$ cat src/hw/rtl/tss_pkg.sv
// Shared constants, reciprocal table, control word types and microprogram for the sine block.
package tss_pkg;

  // Field widths and fixed-point formats.
  localparam int ANGLE_W       = 18;
  localparam int COUNT_W       = 4;
  localparam int SUM_W         = 19;
  localparam int FRAC_BITS     = 16;
  localparam int GUARD_BITS    = 6;
  localparam int INT_FRAC      = FRAC_BITS + GUARD_BITS;
  localparam int TERM_W        = INT_FRAC + 8;
  localparam int MUL_W         = 32;
  localparam int PROD_W        = 2 * MUL_W;
  localparam int DEF_MAX_TERMS = 10;

  // Largest term magnitude and the output limits.
  localparam logic [TERM_W-1:0] TERM_CAP = {TERM_W{1'b1}};
  localparam int OUT_MAX = 262143;
  localparam int OUT_MIN_MAG = 262144;

  // Reciprocals floor(2^32 / k) for the small divisors of the term recurrence.
  localparam int RECIP_DEPTH = 32;
  localparam logic [63:0] RECIP_NUM = 64'h1_0000_0000;
  localparam logic [MUL_W-1:0] RECIP [RECIP_DEPTH] = '{
    32'hFFFF_FFFF,        32'hFFFF_FFFF,        32'(RECIP_NUM / 2),   32'(RECIP_NUM / 3),
    32'(RECIP_NUM / 4),   32'(RECIP_NUM / 5),   32'(RECIP_NUM / 6),   32'(RECIP_NUM / 7),
    32'(RECIP_NUM / 8),   32'(RECIP_NUM / 9),   32'(RECIP_NUM / 10),  32'(RECIP_NUM / 11),
    32'(RECIP_NUM / 12),  32'(RECIP_NUM / 13),  32'(RECIP_NUM / 14),  32'(RECIP_NUM / 15),
    32'(RECIP_NUM / 16),  32'(RECIP_NUM / 17),  32'(RECIP_NUM / 18),  32'(RECIP_NUM / 19),
    32'(RECIP_NUM / 20),  32'(RECIP_NUM / 21),  32'(RECIP_NUM / 22),  32'(RECIP_NUM / 23),
    32'(RECIP_NUM / 24),  32'(RECIP_NUM / 25),  32'(RECIP_NUM / 26),  32'(RECIP_NUM / 27),
    32'(RECIP_NUM / 28),  32'(RECIP_NUM / 29),  32'(RECIP_NUM / 30),  32'(RECIP_NUM / 31)
  };

  // Datapath operations selected by the control word.
  typedef enum logic [2:0] {
    OP_LOAD,
    OP_ACCUM,
    OP_MAC,
    OP_RMUL,
    OP_CORR,
    OP_ABS,
    OP_EMIT
  } op_t;

  typedef enum logic [1:0] {
    JMP_NONE,
    JMP_ALWAYS,
    JMP_ZERO,
    JMP_LAST
  } jump_t;

  typedef enum logic [1:0] {
    HOLD_NONE,
    HOLD_IN,
    HOLD_OUT
  } hold_t;

  localparam int PC_W = 4;

  typedef struct packed {
    op_t            op;
    logic           k_odd;
    jump_t          jump;
    hold_t          hold;
    logic [PC_W-1:0] target;
  } ctrl_t;

  // Datapath conditions seen by the sequencer.
  typedef struct packed {
    logic count_zero;
    logic last_term;
    logic out_free;
  } stat_t;

  // Microprogram addresses.
  localparam logic [PC_W-1:0] PC_IDLE  = 4'd0;
  localparam logic [PC_W-1:0] PC_ACCUM = 4'd1;
  localparam logic [PC_W-1:0] PC_MAC_E = 4'd2;
  localparam logic [PC_W-1:0] PC_MUL_E = 4'd3;
  localparam logic [PC_W-1:0] PC_COR_E = 4'd4;
  localparam logic [PC_W-1:0] PC_MAC_O = 4'd5;
  localparam logic [PC_W-1:0] PC_MUL_O = 4'd6;
  localparam logic [PC_W-1:0] PC_COR_O = 4'd7;
  localparam logic [PC_W-1:0] PC_ABS   = 4'd8;
  localparam logic [PC_W-1:0] PC_EMIT  = 4'd9;

  // Control store: one word per step.
  function automatic ctrl_t ucode(input logic [PC_W-1:0] pc);
    ctrl_t cw;
    cw = '{op: OP_LOAD, k_odd: 1'b0, jump: JMP_ZERO, hold: HOLD_IN, target: PC_ABS};
    case (pc)
      PC_IDLE:  cw = '{op: OP_LOAD,  k_odd: 1'b0, jump: JMP_ZERO,   hold: HOLD_IN,
                       target: PC_ABS};
      PC_ACCUM: cw = '{op: OP_ACCUM, k_odd: 1'b0, jump: JMP_LAST,   hold: HOLD_NONE,
                       target: PC_ABS};
      PC_MAC_E: cw = '{op: OP_MAC,   k_odd: 1'b0, jump: JMP_NONE,   hold: HOLD_NONE,
                       target: PC_IDLE};
      PC_MUL_E: cw = '{op: OP_RMUL,  k_odd: 1'b0, jump: JMP_NONE,   hold: HOLD_NONE,
                       target: PC_IDLE};
      PC_COR_E: cw = '{op: OP_CORR,  k_odd: 1'b0, jump: JMP_NONE,   hold: HOLD_NONE,
                       target: PC_IDLE};
      PC_MAC_O: cw = '{op: OP_MAC,   k_odd: 1'b1, jump: JMP_NONE,   hold: HOLD_NONE,
                       target: PC_IDLE};
      PC_MUL_O: cw = '{op: OP_RMUL,  k_odd: 1'b1, jump: JMP_NONE,   hold: HOLD_NONE,
                       target: PC_IDLE};
      PC_COR_O: cw = '{op: OP_CORR,  k_odd: 1'b1, jump: JMP_ALWAYS, hold: HOLD_NONE,
                       target: PC_ACCUM};
      PC_ABS:   cw = '{op: OP_ABS,   k_odd: 1'b0, jump: JMP_NONE,   hold: HOLD_NONE,
                       target: PC_IDLE};
      PC_EMIT:  cw = '{op: OP_EMIT,  k_odd: 1'b0, jump: JMP_ALWAYS, hold: HOLD_OUT,
                       target: PC_IDLE};
      default:  cw = '{op: OP_LOAD,  k_odd: 1'b0, jump: JMP_ALWAYS, hold: HOLD_NONE,
                       target: PC_IDLE};
    endcase
    return cw;
  endfunction

endpackage

$ cat src/hw/rtl/tss_sequencer.sv
// Step counter, control store lookup and jump logic of the sine sequencer.
module tss_sequencer import tss_pkg::*; (
  input  logic  clk,
  input  logic  rst,
  input  stat_t stat,
  input  logic  in_valid,
  output ctrl_t cw,
  output logic  fire,
  output logic  in_ready
);

  logic [PC_W-1:0] pc;
  logic            taken;

  // Current control word.
  assign cw = ucode(pc);
  assign in_ready = (cw.hold == HOLD_IN);

  // A step executes unless it waits on a channel.
  always_comb begin
    case (cw.hold)
      HOLD_NONE: fire = 1'b1;
      HOLD_IN:   fire = in_valid;
      HOLD_OUT:  fire = stat.out_free;
      default:   fire = 1'b1;
    endcase
  end

  // Jump condition.
  always_comb begin
    case (cw.jump)
      JMP_NONE:   taken = 1'b0;
      JMP_ALWAYS: taken = 1'b1;
      JMP_ZERO:   taken = stat.count_zero;
      JMP_LAST:   taken = stat.last_term;
      default:    taken = 1'b0;
    endcase
  end

  // Step counter.
  always_ff @(posedge clk) begin
    if (rst) begin
      pc <= PC_IDLE;
    end else if (fire) begin
      pc <= taken ? cw.target : pc + 1'b1;
    end
  end

endmodule

$ cat config.mk
export PLATFORM = sky130hd
export DESIGN_NAME = tss_sequencer
export DESIGN_NICKNAME = d
export VERILOG_FILES = /design/src/hw/rtl/tss_pkg.sv /design/src/hw/rtl/tss_sequencer.sv
export SDC_FILE = /design/constraint.sdc
export NUM_CORES = 1
export LEC_CHECK = 0
export ABC_CLOCK_PERIOD_IN_PS = 2650
export BUFFER_PORTS_ARGS = -buffer_cell sky130_fd_sc_hd__buf_2
export CORE_MARGIN = 3
export CORE_UTILIZATION = 50
export CTS_CLUSTER_DIAMETER = 200
export DETAILED_ROUTE_END_ITERATION = 16
export PLACE_DENSITY_LB_ADDON = 0.2
export SLEW_MARGIN = 20
export SYNTH_ARGS = -nofsm -noshare
export SYNTH_HDL_FRONTEND = slang
export SYNTH_SLANG_ARGS = --single-unit
export TNS_END_PERCENT = 10
$ cat constraint.sdc
create_clock -name clk -period 2.65 [get_ports clk]
set_input_delay 0.1325 -clock clk [delete_from_list [all_inputs] [get_ports clk]]
set_output_delay 0.1325 -clock clk [all_outputs]
set_load 0.05 [all_outputs]
==> flow_metrics.py <==
metrics = {
    "logic_synthesis": {
        "syn_area_per_cell_um2": 10.7,
        "netlist_instances": 74,
        "ys_types": 37,
        "yosysSeqAreaShare_pct": 33.0,
        "syn_area_um2": 788,
        "synth-seq-cells": 13,
        "yosysWarnings": 0,
    },
    "global_routing": {
        "antenna_found_initial": 0,
        "grt_pass1_vias": 538,
        "grt_pass1_wl_mm": 2.26,
        "grt_use_total_pct": 14.9,
        "globalRoute.totalOverflow": 0,
        "grt_max_degree": 11,
    },
    "clock_tree": {
        "clockRootBuffer": "clkbuf_4",
        "clkTransAtPathRegs_ns": 0.07,
        "h-tree-depth": 1,
        "cts_resized": 0,
        "cts_sinks": 13,
        "worstSkewPairLatency_ns": 0.27,
        "cts_buffers": 3,
        "cts_tree": "done",
        "cts_setup_buffers": 0,
        "hold_buffers": 0,
        "clock_path_buffers": 2,
    },
    "critical_path": {
        "rr_worst_depth": 10,
        "cp_data_required_time_ns": 2.80,
        "r2r_start": "cw[4]",
        "max_stage_delay_ns": 0.36,
        "end_kind": "flop",
        "cp.arrival_ns": 2.55,
        "path_buf_inv": 3,
        "critPathSlowestCell": "dfxtp_1",
        "start_kind": "flop",
        "reg2reg_slack_ns": 0.25,
        "critical_path.top_delay_family": "compound AO/OA/AOI/OAI gates",
        "rr_endpoint": "cw[10]",
        "path_max_fanout": 6,
        "cp_cell_sequence": "inv_1 -> ha_1 -> a221oi_4 -> inv_4 -> o311a_1 -> a211oi_4 -> inv_1 -> ha_1 -> mux2i_1 -> o2bb2ai_1",
        "worstSetupPathType": "flop to flop",
    },
    "die": {
        "io_pins": 20,
        "die_area_mm2": 0.00209,
        "die_w_um": 45.7,
        "core_region_area_mm2": 0.00138,
        "initial_core_util_pct": 57.0,
        "rows": 13,
        "die_y_um": 45.7,
    },
    "placed_design": {
        "io_buffers": 17,
        "dpl_worst_slack_ns": 0.266,
        "gp_congestion": 0.799,
        "place_area_um2": 875,
        "dp_hpwl_mm": 1.09,
    },
    "route": {
        "viasPerCell": 5.37,
        "drt-wirelength-per-cell_um": 12.8,
        "detail-route-antenna-nets": 0,
        "routed_wl_mm": 1.37,
        "drc_errors": 0,
        "drt_iter0_drc": 12,
        "drt_first_pass_iters": 4,
        "vias": 575,
    },
    "power": {
        "vdd_ir_drop_max_mv": 0.835,
        "pwr-share-comb_pct": 63.0,
        "swShare_pct": 52.9,
        "p_sw_w": 0.000595,
        "cellInternalPower_w": 0.000531,
        "power_frac_seq_pct": 26.3,
        "clockPowerShare_pct": 10.6,
        "powerDensity_mw_per_mm2": 1250,
        "power.leakage_nw": 0.404,
    },
    "run_status": {
        "outcome": "finished, final reports clean",
    },
    "timing": {
        "timing.final.crit_share_pct": 90.6,
        "report.final.slew_viol_count": 0,
        "fin_ws_ns": 0.249,
        "skew_ns": 0.00563,
        "hold_viol": 0,
        "setup_violations": 0,
        "rsz0062_at_grt": "no",
        "fin_crit_ns": 2.40,
        "max_clock_freq_ghz": 0.416,
    },
    "cells_and_area": {
        "nets": 106,
        "drive_above_1_share_pct": 39.1,
        "diodes": 0,
        "area_growth_pct": 14.3,
        "final_util_pct": 65.2,
        "stdcell_area_um2": 901,
        "n_fill_cell": 122,
    },
    "hold_path": {
        "holdPathStages": 2,
        "hold_class": "input pin to flop",
        "min_from": "rst",
        "holdPathEnd": "pc[1]",
    },
    "run": {
        "cap_violations": 0,
    },
}
-- worst max path at each step --
stage                from      to  slack (ns)  depth (start not counted)
finish              cw[4]  cw[10]        0.25                         10
global route        cw[4]  cw[10]        0.07                         10
CTS                 cw[4]  cw[11]        0.24                         10
detailed placement  cw[4]  cw[11]        0.27                         10
global placement    cw[4]  cw[10]        0.30                         10
floorplan           cw[4]   cw[6]       -0.04                          9
-- cells in the mapped netlist, drive strengths merged --
cell type   n  area (µm²)
nor3b       1        7.51
o21a        1        15.0
o21bai      1        7.51
nor4        2        27.5
nand3b      1        7.51
o211ai      2        20.0
a221oi      1        26.3
and3b       1        8.76
a211oi      2        27.5
and3        1        6.26
nor2b       1        6.26
mux2i       2        20.0
o2bb2ai     3        26.3
a21oi       5        36.3
nand2b      3        18.8
inv         8        35.0
o31ai       1        7.51
a221o       1        10.0
conb        1        3.75
and2        2        12.5
dfxtp      13         260
nor3        2        15.0
nand2       2        7.51
ha          7        87.6
buf         4        27.5
clkbuf      1        5.00
o311a       3        41.3
o21ai       2        13.8
-- layer usage --
layer | routed length, µm | global-route usage (%) | vias up
met5 | 0 | 0 | -
met4 | 31 | 8.52 | 0
met3 | 56 | 2.37 | 5
li1 | - | - | 300
met2 | 625 | 23.4 | 13
met1 | 651 | 19.2 | 257
-- registers in the layout, summed over array words and instances (netlist names) --
signal	cells
cw	9
pc	4
-- layout by cell type, fill, tap and decap left out, types with 2 or more instances in the layout --
cell and count:
a21oi_1 2, a21oi_2 3, and2_1 2, buf_2 17, clkbuf_4 3, conb_1 2, dfxtp_1 12, ha_1 6
inv_1 6, inv_4 2, mux2i_1 2, nand2_1 2, nand2b_1 3, o2bb2ai_1 3, o311a_1 2
-- power by group through the flow --
stage	Clock [W]	Sequential, W	Combinational (W)
final	0.000120	0.000296	0.000710
after global placement	0	0.000299	0.000712
after detailed placement	0	0.000302	0.000714
after floorplan	0	0.000443	0.000455
after CTS	0.000123	0.000297	0.000716
after global routing	0.000134	0.000305	0.000760
-- through the flow --
stage | power (W) | cells | TNS [ns] | hold WS (ns)
2_1_floorplan | 0.000899 | 75 | -0.0884 | 0.374
3_3_place_gp | 0.00101 | 103 | 0 | 0.478
3_5_place_dp | 0.00102 | 103 | 0 | 0.487
4_1_cts | 0.00114 | 107 | 0 | 0.207
5_1_grt | 0.00120 | 107 | 0 | 0.209
6_report | 0.00113 | 107 | 0 | 0.209
-- worst register-to-register path, stage by stage (launching register included) --
cell	delay, ns
dfxtp_1	0.36
inv_1	0.05
ha_1	0.31
a221oi_4	0.31
inv_4	0.09
o311a_1	0.17
a211oi_4	0.34
inv_1	0.12
ha_1	0.32
mux2i_1	0.14
o2bb2ai_1	0.08
-- cells by family after synthesis --
kind of cell,after synthesis,share of synthesized area (%)
simple gates,16,14.9
buf+inv,13,8.57
mux,2,2.54
fa+ha+maj,7,11.1
other cells,1,0.476
flops,13,33.0
compound gates,22,29.4
-- area by class of cell --
cell class                      count  area, µm²  area share (%)
Multi-Input combinational cell     49        467            51.8
Inverter                            8       35.0            3.89
Timing Repair Buffer               18       92.6            10.3
Sequential cell                    13        262            29.0
Clock buffer                        4       26.3            2.92
Tap cell                           15       18.8            2.08
Note: power is estimated with default switching activity, not from simulation.
